<file path="src/sv/pmq_pkg.sv">
// pmq_pkg: shared types, codes and defaults of the priority message pool queue
// used by the channel interfaces, the controller, the datapath and the top level
package pmq_pkg;

    localparam int unsigned POOL_SLOTS_DEF    = 64;
    localparam int unsigned PAYLOAD_LIMIT_DEF = 256;
    localparam int unsigned PRIO_LEVELS_DEF   = 4;
    localparam logic [6:0]  COUNT_MAX         = 7'd127;
    localparam logic [31:0] ID_RESET          = 32'd1;

    // request codes
    localparam logic [1:0] REQ_SEND = 2'd0;
    localparam logic [1:0] REQ_RECV = 2'd1;
    localparam logic [1:0] REQ_FREE = 2'd2;

    // status codes
    localparam logic [1:0] ST_OK    = 2'd0;
    localparam logic [1:0] ST_BAD   = 2'd1;
    localparam logic [1:0] ST_FULL  = 2'd2;
    localparam logic [1:0] ST_EMPTY = 2'd3;

    typedef struct packed {
        logic [1:0]  req_type;
        logic [15:0] dest_proc;
        logic [15:0] sender_proc;
        logic [2:0]  prio_level;
        logic [9:0]  byte_count;
        logic [63:0] payload_tag;
        logic [31:0] tick_now;
        logic [6:0]  slot_to_free;
    } t_req;

    typedef struct packed {
        logic [1:0]  status;
        logic [5:0]  slot_index;
        logic [31:0] message_id;
        logic [15:0] from_proc;
        logic [15:0] to_proc;
        logic [1:0]  out_prio;
        logic [31:0] stamp;
        logic [9:0]  out_size;
        logic [63:0] out_tag;
        logic [6:0]  queued_total;
    } t_rsp;

    // message record held per slot
    typedef struct packed {
        logic [31:0] id;
        logic [15:0] src;
        logic [15:0] dst;
        logic [2:0]  prio;
        logic [31:0] stamp;
        logic [9:0]  size;
    } t_rec;

    typedef enum logic [2:0] {
        S_IDLE,
        S_LOOK,
        S_EXEC,
        S_LINK,
        S_OUT
    } t_state;

    // controller to datapath
    typedef struct packed {
        logic in_ready;
        logic take;
        logic look;
        logic exec;
        logic link;
        logic out_valid;
    } t_cmd;

    // datapath and channels to controller
    typedef struct packed {
        logic in_valid;
        logic out_ready;
        logic need_link;
    } t_stat;

endpackage

</file>
<file path="src/sv/pmq_ctrl.sv">
// pmq_ctrl: operation sequencer of the message queue
// depends on pmq_pkg
module pmq_ctrl (
    input  logic           i_clk,
    input  logic           i_rst_n,
    input  pmq_pkg::t_stat i_stat,
    output pmq_pkg::t_cmd  o_cmd
);

    pmq_pkg::t_state r_state;
    pmq_pkg::t_state n_state;

    // state register
    always_ff @(posedge i_clk) begin
        if (!i_rst_n) begin
            r_state <= pmq_pkg::S_IDLE;
        end else begin
            r_state <= n_state;
        end
    end

    // next state
    always_comb begin
        n_state = r_state;
        unique case (r_state)
            pmq_pkg::S_IDLE: begin
                if (i_stat.in_valid) n_state = pmq_pkg::S_LOOK;
            end
            pmq_pkg::S_LOOK: n_state = pmq_pkg::S_EXEC;
            pmq_pkg::S_EXEC: begin
                n_state = i_stat.need_link ? pmq_pkg::S_LINK : pmq_pkg::S_OUT;
            end
            pmq_pkg::S_LINK: n_state = pmq_pkg::S_OUT;
            pmq_pkg::S_OUT: begin
                if (i_stat.out_ready) n_state = pmq_pkg::S_IDLE;
            end
            default: n_state = pmq_pkg::S_IDLE;
        endcase
    end

    // command outputs
    always_comb begin
        o_cmd = '0;
        unique case (r_state)
            pmq_pkg::S_IDLE: begin
                o_cmd.in_ready = 1'b1;
                o_cmd.take     = i_stat.in_valid;
            end
            pmq_pkg::S_LOOK: o_cmd.look = 1'b1;
            pmq_pkg::S_EXEC: o_cmd.exec = 1'b1;
            pmq_pkg::S_LINK: o_cmd.link = 1'b1;
            pmq_pkg::S_OUT:  o_cmd.out_valid = 1'b1;
            default: o_cmd = '0;
        endcase
    end

    // the tail link write only ever follows the execute step
    a_link_after_exec: assert property (@(posedge i_clk) disable iff (!i_rst_n)
        r_state == pmq_pkg::S_LINK |-> $past(r_state) == pmq_pkg::S_EXEC)
        else $error("link step without execute step");

    // a taken request always goes on to the lookup step
    a_take_to_look: assert property (@(posedge i_clk) disable iff (!i_rst_n)
        o_cmd.take |=> r_state == pmq_pkg::S_LOOK)
        else $error("request taken but no lookup");

    // a result beat is held while the receiver stalls
    a_out_hold: assert property (@(posedge i_clk) disable iff (!i_rst_n)
        (r_state == pmq_pkg::S_OUT) && !i_stat.out_ready |=> r_state == pmq_pkg::S_OUT)
        else $error("result beat dropped under stall");

endmodule

</file>
<file path="config.mk">
export PLATFORM = sky130hd
export DESIGN_NAME = pmq_ctrl
export DESIGN_NICKNAME = d
export VERILOG_FILES = /design/src/sv/pmq_pkg.sv /design/src/sv/pmq_ctrl.sv
export SDC_FILE = /design/constraint.sdc
export NUM_CORES = 1
export LEC_CHECK = 0
export BUFFER_PORTS_ARGS = -buffer_cell sky130_fd_sc_hd__buf_2
export CAP_MARGIN = 20
export CORE_AREA = 10 10 47 49
export DETAILED_ROUTE_END_ITERATION = 12
export DIE_AREA = 0 0 57 59
export HOLD_SLACK_MARGIN = 0.1
export PLACE_DENSITY = 0.36
export SLEW_MARGIN = 0
export SYNTH_ARGS = -nofsm -noshare
export SYNTH_HDL_FRONTEND = slang
export SYNTH_SLANG_ARGS = --single-unit
</file>
<file path="constraint.sdc">
create_clock -name i_clk -period 2.5 [get_ports i_clk]
set_input_delay 0.25 -clock i_clk [delete_from_list [all_inputs] [get_ports i_clk]]
set_output_delay 0.25 -clock i_clk [all_outputs]
set_load 0.005 [all_outputs]
</file>
-- After elaboration in Yosys (flattened, before gate mapping)
Cells that the tools add are included.
- register bits after elaboration: 3
- input port bits: 5
- output and inout port bits: 6
- word-level logic and storage cells: 18
- equal/unequal tests: 6
- mux-type cells: 9
- reduce and logical (&&, ||, !) cells: 2
- operator list (cell ; count):
    $pmux W3 S5 ; 1
    $mux W3 ; 3
    $eq A3 B2 Y1 const B ; 2
    $mux W1 ; 4
    $ne A2 B2 Y1 const B ; 2
    $eq A3 B1 Y1 const B ; 1
    $eq A3 B3 Y1 const B ; 1
    $logic_not A3 Y1 ; 1
    $mux W2 ; 1
    $reduce_and A2 Y1 ; 1

-- Longest topological paths before layout
Gate-level depths: netlist of the first run.
- depth after elaboration: 3
- mapped depth: 4
- depth with buffers taken out: 3

-- Worst setup path after synthesis of the first run
OpenSTA, ideal clock, no wires.
- kind: register to register
- from: register r_state[0]
- to: register r_state[1]
- setup time: 0.080 ns
- data arrival time: 0.900 ns
- required time: 2.420 ns
- setup slack: 1.520 ns
- stages on the path, launching flop included: 3
- path buffers: 0
- period minus slack after synthesis: 0.980 ns
- cells stage by stage: dfxtp_1 > mux2_2 > nor3b_1
- cells in the longest elaborated chain, start to end: 3
- elaborated cells on any way between the ends: 9
- those cells by class: eq/ne: 6; mux: 1; reduce/logical: 2
- RTL lines (item ; line ; source):
    start: declaration ; pmq_ctrl.sv:10 ; pmq_pkg::t_state r_state;
    start signal: assignment ; pmq_ctrl.sv:16 ; r_state <= pmq_pkg::S_IDLE;
    start signal: assignment ; pmq_ctrl.sv:18 ; r_state <= n_state;
    $eq A3 B3 Y1 / $logic_not A3 Y1 (equally long branches) ; pmq_ctrl.sv:25 ; unique case (r_state)
    $ne A2 B2 Y1 (no source line) ; - ;
    $reduce_and A2 Y1 (no source line) ; - ;
Several ways; a longest one is shown, not always the timed one.
A chain may end at the register's enable or synchronous reset.

==> impl_results.md, run 1 <==
- Outcome: complete, no violations
- Root Buffer: clkbuf_4
- Fmax: 749 MHz
- CP Buf/Inv Count: 1
- # diodes: 0
- Leak Pwr: 0.131 nW
- Critical Path AT: 1.09 ns
- H-Tree Depth: 1
- DR pass1 iterations: 2
- Reg2Reg Depth: 3
- WL final: 509 microns
- Synth Net Count: 26
- Post-synthesis sequential area ratio: 0.324
- Setup Viol. Count Final: 0
- Max VDD drop: 0.158 mV
- Layout area overhead: 48.0%
- Clock buffer depth: 2
- Slew @ Worst Pin: 0.293 ns
- Pin count of the biggest net entering global routing: 11
- Post-CTS Resized: 0
- Worst path depth: 3
- HPWL Detailed: 394 microns
- Worst clock skew: 0.000783 ns
- Ports: 11
- Slew Limit Fails: 0
- Max FFs per register: 3
- Worst Path Max Fanout: 8
- Crit Path Class: flop to output port
- CP delay by family, top: flip-flops
- Fin crit share: 0.534
- Worst flop-to-flop path endpoint: r_state[1]
- CTS Buf Count: 3
- Largest cells by area after synthesis: dfxtp_1 (32%), nor3b_1 (12%), nor2b_1 (6.8%)
- First-pass GRT wire length: 800 microns
- Final Hold Fails: 0
- CP Launch Point: r_state[0]
- Die width: 57 microns
- # port buffers: 10
- Largest registers: r_state (3)
- Post-CTS Hold Buffers: 0
- Setup repair bufs after CTS: 0
- CTS clk-pin slew, worst paths: 0.04 ns
- Initial core utilization: 0.132
- Fin Setup TNS: 0 ns
- Syn avg cell area: 8.82 sq um
- Cell taking the most area after synthesis: dfxtp_1
- Routed WL per cell: 10.2 microns
- DRC Markers: 0
- CTS tree: yes
- Layout cell share with drive strength beyond 1: 0.500
- Die area: 3360 sq um
- CP Capture Type: output port
- RSZ-0062 raised after global routing: false
- Crit-path slowest cell: dfxtp_1
- Yosys warns: 0
- Finished Core Util: 0.196
- Worst reg2reg path startpoint: r_state[1]
- Via density: 3.76
- Startpoint Class: flop
- Crit path required time: 2.25 ns
- Post-synthesis cell count: 21
- Synthesized flop and latch total: 3
- First DRT Iteration DRCs: 2
- Crit path cell chain: nor2_1, and2_2, buf_2
- Initial antenna violation count: 0
- Nets@finish: 40
- Congestion Overflow GR: 0
- Tmin final: 1.34 ns
- Row count: 14
- Placer congestion estimate: 0.728
- Top-area cell type share of the netlist area: 0.324
- Total global routing track utilization: 0.0341
- Die H: 59 microns
- Core Region: 1400 sq um
- Post-Syn Area: 185 sq um
- Worst-Skew Late Latency: 0.23 ns
- Max Cap Violations: 0
- Min-Delay Path Depth: 2
- Worst path max stage delay: 0.45 ns
- Min Hold Slack: 0.247 ns
- Design Power: 0.000169 W
- Crit path to: o_cmd[2]
- DRT antenna net count: 0
- Yosys cell types: 16
- Reg2Reg Setup Slack: 1.41 ns
- Hold crit path type: input port to flop
- Fill count: 167
- Routed via count: 188
- Biggest register: r_state
- CTS sink count: 3
- Vias in the first global route: 190
- PwrDens: 616 nW/um^2
- Slew headroom: 0.805
[area by class of cell]
class,count,area [sq um],share of cell area
multi-input combinational,16,114,0.416
sequential,3,60.1,0.219
timing repair buffer,10,50.0,0.183
clock buffer,4,26.3,0.0959
tap,16,20.0,0.0731
inverter,1,3.75,0.0137
[placed cells by master (no fill, tap or decap)]
cell / count
buf_2: 10
nor3b_1: 3
clkbuf_4: 3
dfxtp_1: 3
nor2b_1: 2
and3b_2: 1
nor2_1: 1
and2_2: 1
nor3_1: 1
inv_1: 1
nor4_1: 1
nor3b_2: 1
nand2_1: 1
mux2_2: 1
o21a_1: 1
o21ai_0: 1
and3_1: 1
clkbuf_1: 1
[power by group]
part           leakage [nW]  internal [W]  switching, W
combinational        0.0916     0.0000165     0.0000106
clock                0.0150     0.0000597     0.0000237
sequential           0.0246     0.0000514    0.00000679
[synthesized netlist by cell type]
| library cell | n |
|---|---|
| nor4_1 | 1 |
| o21ai_0 | 1 |
| inv_1 | 1 |
| and3b_2 | 1 |
| o21a_1 | 1 |
| nor3b_1 | 3 |
| nor3b_2 | 1 |
| nand2_1 | 1 |
| mux2_2 | 1 |
| dfxtp_1 | 3 |
| nor2_1 | 1 |
| and3_1 | 1 |
| nor3_1 | 1 |
| and2_2 | 1 |
| buf_4 | 1 |
| nor2b_1 | 2 |
[per-layer routing]
layer | global-route usage | vias to the layer above | wire length [microns]
li1 | - | 99 | -
met1 | 0.0355 | 81 | 267
met2 | 0.0388 | 8 | 196
met3 | 0.0258 | 0 | 46
met4 | 0.0403 | 0 | 0
met5 | 0 | - | 0
[how the worst min path moves through the flow]
| stage | start | to | slack (ns) |
|---|---|---|---|
| floorplan | i_rst_n | r_state[2] | 0.37 |
| global placement | i_rst_n | r_state[2] | 0.49 |
| detailed placement | i_rst_n | r_state[2] | 0.48 |
| CTS | i_rst_n | r_state[2] | 0.24 |
| global route | i_rst_n | r_state[2] | 0.25 |
| finish | i_rst_n | r_state[2] | 0.25 |
[stage by stage]
step,instance area (sq um),instances,setup slack (ns)
after floorplan,185,21,1.52
after global placement,248,46,1.41
after detailed placement,248,46,1.41
after CTS,274,50,1.15
after global routing,274,50,1.07
final,274,50,1.16
[kinds of logic after synthesis]
| logic type | Yosys count | share of synthesized area |
|---|---|---|
| multiplexers | 1 | 0.0608 |
| AO/OA/AOI/OAI | 2 | 0.0676 |
| buffers and inverters | 2 | 0.0608 |
| AND/OR/NAND/NOR | 13 | 0.486 |
| flip-flops | 3 | 0.324 |
(Power assumes the default switching activity.)
==> inputs of run 2 (changes only) <==
Settings changed: PLACE_DENSITY 0.36 to 0.37.
Clock period 2.5 ns to 1.1 ns, I/O delays scaled along.
==> run 2 against run 1 <==
  * The flow now finishes with violations (setup timing)
  * Flip-flop and latch count unchanged
  * Hold slack worse by 0.13 ns
  * Clock-buffer cell count unchanged
  * Largest power group unchanged
  * Highest routed layer is now met4
  * First-iteration DRC count decreased by 100%
==> impl_results.md, run 2 (synthesis gave the netlist of run 1 again) <==
- Die H: 59 microns
- Worst-Skew Late Latency: 0.24 ns
- Most frequent cells in the layout: buf_2 (9), nor3b_2 (3), clkbuf_4 (3), buf_6 (3)
- CTS tree: yes
- DRC Markers: 0
- CP Capture Type: output port
- Sw Ratio: 0.266
- Worst Slack Setup Final: -0.0140 ns
- Worst path max stage delay: 0.37 ns
- Post-DP Area: 255 sq um
- Startpoint Class: flop
- Fin crit share: 1.01
- Die width: 57 microns
- Crit Path Class: flop to output port
- Total global routing track utilization: 0.0376
- Clock buffer depth: 2
- Slew @ Worst Pin: 0.166 ns
- Ports: 11
- Critical Path AT: 1.00 ns
- Leak Pwr: 0.161 nW
- Design Power: 0.000423 W
- Biggest register: r_state
- CP delay by family, top: flip-flops
- CP Buf/Inv Count: 1
- Root Buffer: clkbuf_4
- Tmin final: 1.11 ns
- Crit path cell chain: nor4_4, buf_2
- Largest registers: r_state (3)
- H-Tree Depth: 1
- Placer congestion estimate: 0.719
- Worst clock skew: 0.00504 ns
- Fmax: 898 MHz
- # diodes: 0
- Reg power frac: 0.311
- First DRT Iteration DRCs: 0
- DRT antenna net count: 0
- Row count: 14
- HPWL Detailed: 424 microns
- Max VDD drop: 0.423 mV
- Hold crit path type: input port to flop
- Failing checks: setup timing
- PwrDens: 1220 nW/um^2
- Slew Limit Fails: 0
- Core Region: 1400 sq um
- Layout cell share with drive strength beyond 1: 0.730
- First-pass GRT wire length: 897 microns
- Congestion Overflow GR: 0
- Max Cap Violations: 0
- Post-CTS Hold Buffers: 0
- Initial core utilization: 0.132
- Most common cell after layout, fill and taps aside: buf_2
- Setup WS pre-CTS: 0.0651 ns
- CTS clk-pin slew, worst paths: 0.04 ns
- Initial antenna violation count: 0
- Die area: 3360 sq um
- Fin Setup TNS: -0.0195 ns
- # port buffers: 10
- RSZ-0062 raised after global routing: true
- Slew headroom: 0.888
- CTS sink count: 3
- Final Hold Fails: 0
- Via density: 4.02
- Clock power share: 0.464
- P_int: 0.000311 W
- Outcome: finished with violations
- Logic pwr share: 0.224
- Pin count of the biggest net entering global routing: 9
- WL final: 609 microns
- Psw: 0.000112 W
- Max FFs per register: 3
- Crit path required time: 0.99 ns
- Routed WL per cell: 11.5 microns
- Worst Path Max Fanout: 8
- Vias in the first global route: 207
- Layout area overhead: 87.2%
- Setup Viol. Count Final: 2
- Routed via count: 213
- DR pass1 iterations: 1
- CTS Buf Count: 3
- Crit-path slowest cell: dfxtp_4
- Finished Core Util: 0.247
- Nets@finish: 43
- Final Cell Area: 347 sq um
==> run 2: final cells by class <==
cell class                 instances  area [sq um]
sequential                         3          68.8
inverter                           1          3.75
fill                             161          1050
clock buffer                       4          26.3
tap                               16          20.0
timing repair buffer              13          86.3
multi-input combinational         16           141
==> run 2: routing by layer <==
| metal | part of all wire | vias to the layer above | global-route usage |
|---|---|---|---|
| met3 | 0.11 | 2 | 0.0429 |
| met5 | 0 | - | 0 |
| met4 | 0.011 | 0 | 0.0201 |
| li1 | - | 106 | - |
| met1 | 0.42 | 94 | 0.0344 |
| met2 | 0.46 | 11 | 0.0496 |
==> run 2: timing repair <==
| item | in CTS | in global routing |
|---|---|---|
| endpoints found under the setup margin | 5 | 7 |
| pin swaps | 2 | 1 |
| buffers inserted | 2 | 0 |
| gates resized for setup | 9 | 4 |
==> run 2: power groups by stage <==
| stage | clock, W | combinational [W] | sequential (W) |
|---|---|---|---|
| final | 0.000197 | 0.0000949 | 0.000132 |
| after global routing | 0.000221 | 0.000106 | 0.000133 |
| after CTS | 0.000206 | 0.0000868 | 0.000128 |
| after detailed placement | 0 | 0.0000712 | 0.000130 |
| after global placement | 0 | 0.0000710 | 0.000130 |
| after floorplan | 0 | 0.0000420 | 0.000126 |
==> run 2: path summary, 6_finish.rpt <==
path / depth (start not counted) / startpoint / endpoint / slack (ns)
worst max-delay path: 2 / r_state[0] / o_cmd[4] / -0.01
worst min-delay path: 2 / i_rst_n / r_state[2] / 0.12
worst max register to register: 4 / r_state[1] / r_state[1] / 0.04
worst min register to register: 1 / r_state[2] / r_state[1] / 0.49
==> run 2: worst register-to-register path, delay by kind of cell, from the launching register on <==
kind                   cells  cell delay (ns)
DFF                        1             0.32
muxes                      1             0.27
buffers and inverters      2             0.26
and+or+nand+nor            1             0.14
==> run 2: metrics by stage <==
step / instances / hold slack (ns)
floorplan: 21 / 0.228
global placement: 47 / 0.350
detailed placement: 47 / 0.356
CTS: 53 / 0.109
global route: 53 / 0.127
finish: 53 / 0.119
==> inputs of run 3 (changes only) <==
Settings changed: PLACE_DENSITY 0.37 to 0.36.
Clock period 1.1 ns to 1.3 ns, I/O delays scaled along.
==> run 3 against run 2 <==
  * Final cell count down 5.7%
  * First-iteration DRC count rose by 1
  * Clock skew fell by 0.0049 ns
  * Clock power shrank 18%
  * Sequential power is 15% lower
  * The run now ends clean
  * Largest power group unchanged
  * Setup slack gained 0.095 ns
  * Utilization decreased by 5.2 points
  * Combinational power decreased by 45%
  * Flip-flop and latch count did not move
  * Sequential share of layout area rose by 2.1 points
  * Largest cell class unchanged
  * Hold slack improved by 0.021 ns
  * Global-route usage is 0.39 points lower
==> impl_results.md, run 3 (synthesis gave the netlist of run 1 again) <==
- WL final: 525 microns
- Startpoint Class: flop
- Final Hold Fails: 0
- Vias in the first global route: 189
- RSZ-0062 raised after global routing: true
- Most common cell after layout, fill and taps aside: buf_2
- CTS sink count: 3
- Tmin final: 1.22 ns
- Routed via count: 186
- Row count: 14
- Reg area: 60.1 sq um
- Max Cap Violations: 0
- Total global routing track utilization: 0.0336
- Critical Path AT: 1.09 ns
- Root Buffer: clkbuf_4
- DR pass1 iterations: 2
- Largest registers: r_state (3)
- Crit path required time: 1.17 ns
- Final Cell Area: 274 sq um
- Core Region: 1400 sq um
- Pin count of the biggest net entering global routing: 11
- Biggest register: r_state
- Clock buffer depth: 2
- Max VDD drop: 0.319 mV
- Setup repair bufs after CTS: 0
- Layout area overhead: 48.0%
- Worst-Skew Late Latency: 0.23 ns
- Routed WL per cell: 10.5 microns
- Nets@finish: 40
- Setup Viol. Count Final: 0
- H-Tree Depth: 1
- Post-DP Area: 248 sq um
- Congestion Overflow GR: 0
- Initial antenna violation count: 0
- Die H: 59 microns
- Ports: 11
- Slew Limit Fails: 0
- CP Capture Type: output port
- Via density: 3.72
- DRT antenna net count: 0
- Outcome: complete, no violations
- Slew headroom: 0.821
- PwrDens: 1190 nW/um^2
- Post-CTS Resized: 0
- First-pass GRT wire length: 800 microns
- CTS tree: yes
- Worst Slack Setup Final: 0.0814 ns
- # diodes: 0
- Fin crit share: 0.937
- Setup WS pre-CTS: 0.234 ns
- CTS clk-pin slew, worst paths: 0.04 ns
- Fill count: 166
- Min Hold Slack: 0.140 ns
- Leak Pwr: 0.131 nW
- Slew @ Worst Pin: 0.269 ns
- Finished Core Util: 0.196
- Most frequent cells in the layout: buf_2 (10), nor3b_1 (3), clkbuf_4 (3), dfxtp_1 (3), nor2b_1 (2)
- Crit Path Class: flop to output port
- Post-CTS Hold Buffers: 0
- HPWL Detailed: 424 microns
- Worst clock skew: 0.000157 ns
- Placer congestion estimate: 0.734
- Die area: 3360 sq um
- # port buffers: 10
- Initial core utilization: 0.132
- Worst Path Max Fanout: 8
- DRC Markers: 0
- Die width: 57 microns
- First DRT Iteration DRCs: 1
- Layout cell share with drive strength beyond 1: 0.500
- Hold crit path type: input port to flop
- Multi-input gate area: 114 sq um
- Max FFs per register: 3
- Fmax: 821 MHz
- CTS Buf Count: 3
## run 3: cell count changes in the layout (fill, tap and decap cells not counted), moves of 2 or more
cell     delta
dfxtp_1     +3
nor3b_2     -2
nor3b_1     +2
buf_6       -3
dfxtp_4     -2
## run 3: worst paths after layout
| path | from | slack (ns) | cells past startpoint | endpoint |
|---|---|---|---|---|
| setup reg to reg | r_state[0] | 0.24 | 2 | r_state[1] |
| hold reg to reg | r_state[2] | 0.56 | 1 | r_state[1] |
| setup / recovery | r_state[0] | 0.08 | 3 | o_cmd[2] |
| hold / removal | i_rst_n | 0.14 | 2 | r_state[2] |
## run 3: power by group
| group | internal, W | total [W] | switching, W |
|---|---|---|---|
| Clock | 0.000115 | 0.000161 | 0.0000464 |
| Combinational | 0.0000318 | 0.0000524 | 0.0000206 |
| Sequential | 0.0000989 | 0.000112 | 0.0000127 |
| Total | 0.000246 | 0.000325 | 0.0000797 |
## run 3: metal layers
layer  wire, microns  track usage
met1             272       0.0366
met2             219       0.0388
met3              33       0.0215
met4               0       0.0403
met5               0            0
## run 3: layout make-up
cell class	count	area share
Multi-Input combinational cell	16	0.416
Sequential cell	3	0.219
Timing Repair Buffer	10	0.183
Clock buffer	4	0.0959
Tap cell	16	0.0731
Inverter	1	0.0137
## run 3: per-stage QoR
step                 TNS, ns  total power (W)  std cells
global placement           0         0.000166         46
detailed placement         0         0.000167         46
CTS                        0         0.000339         50
global route        -0.00200         0.000359         50
floorplan                  0         0.000142         21
finish                     0         0.000325         50
## run 3: worst max-delay path, stage by stage (launching register included)
cell and delay [ns]:
dfxtp_1 0.46, nor2_1 0.09, and2_2 0.19, buf_2 0.12
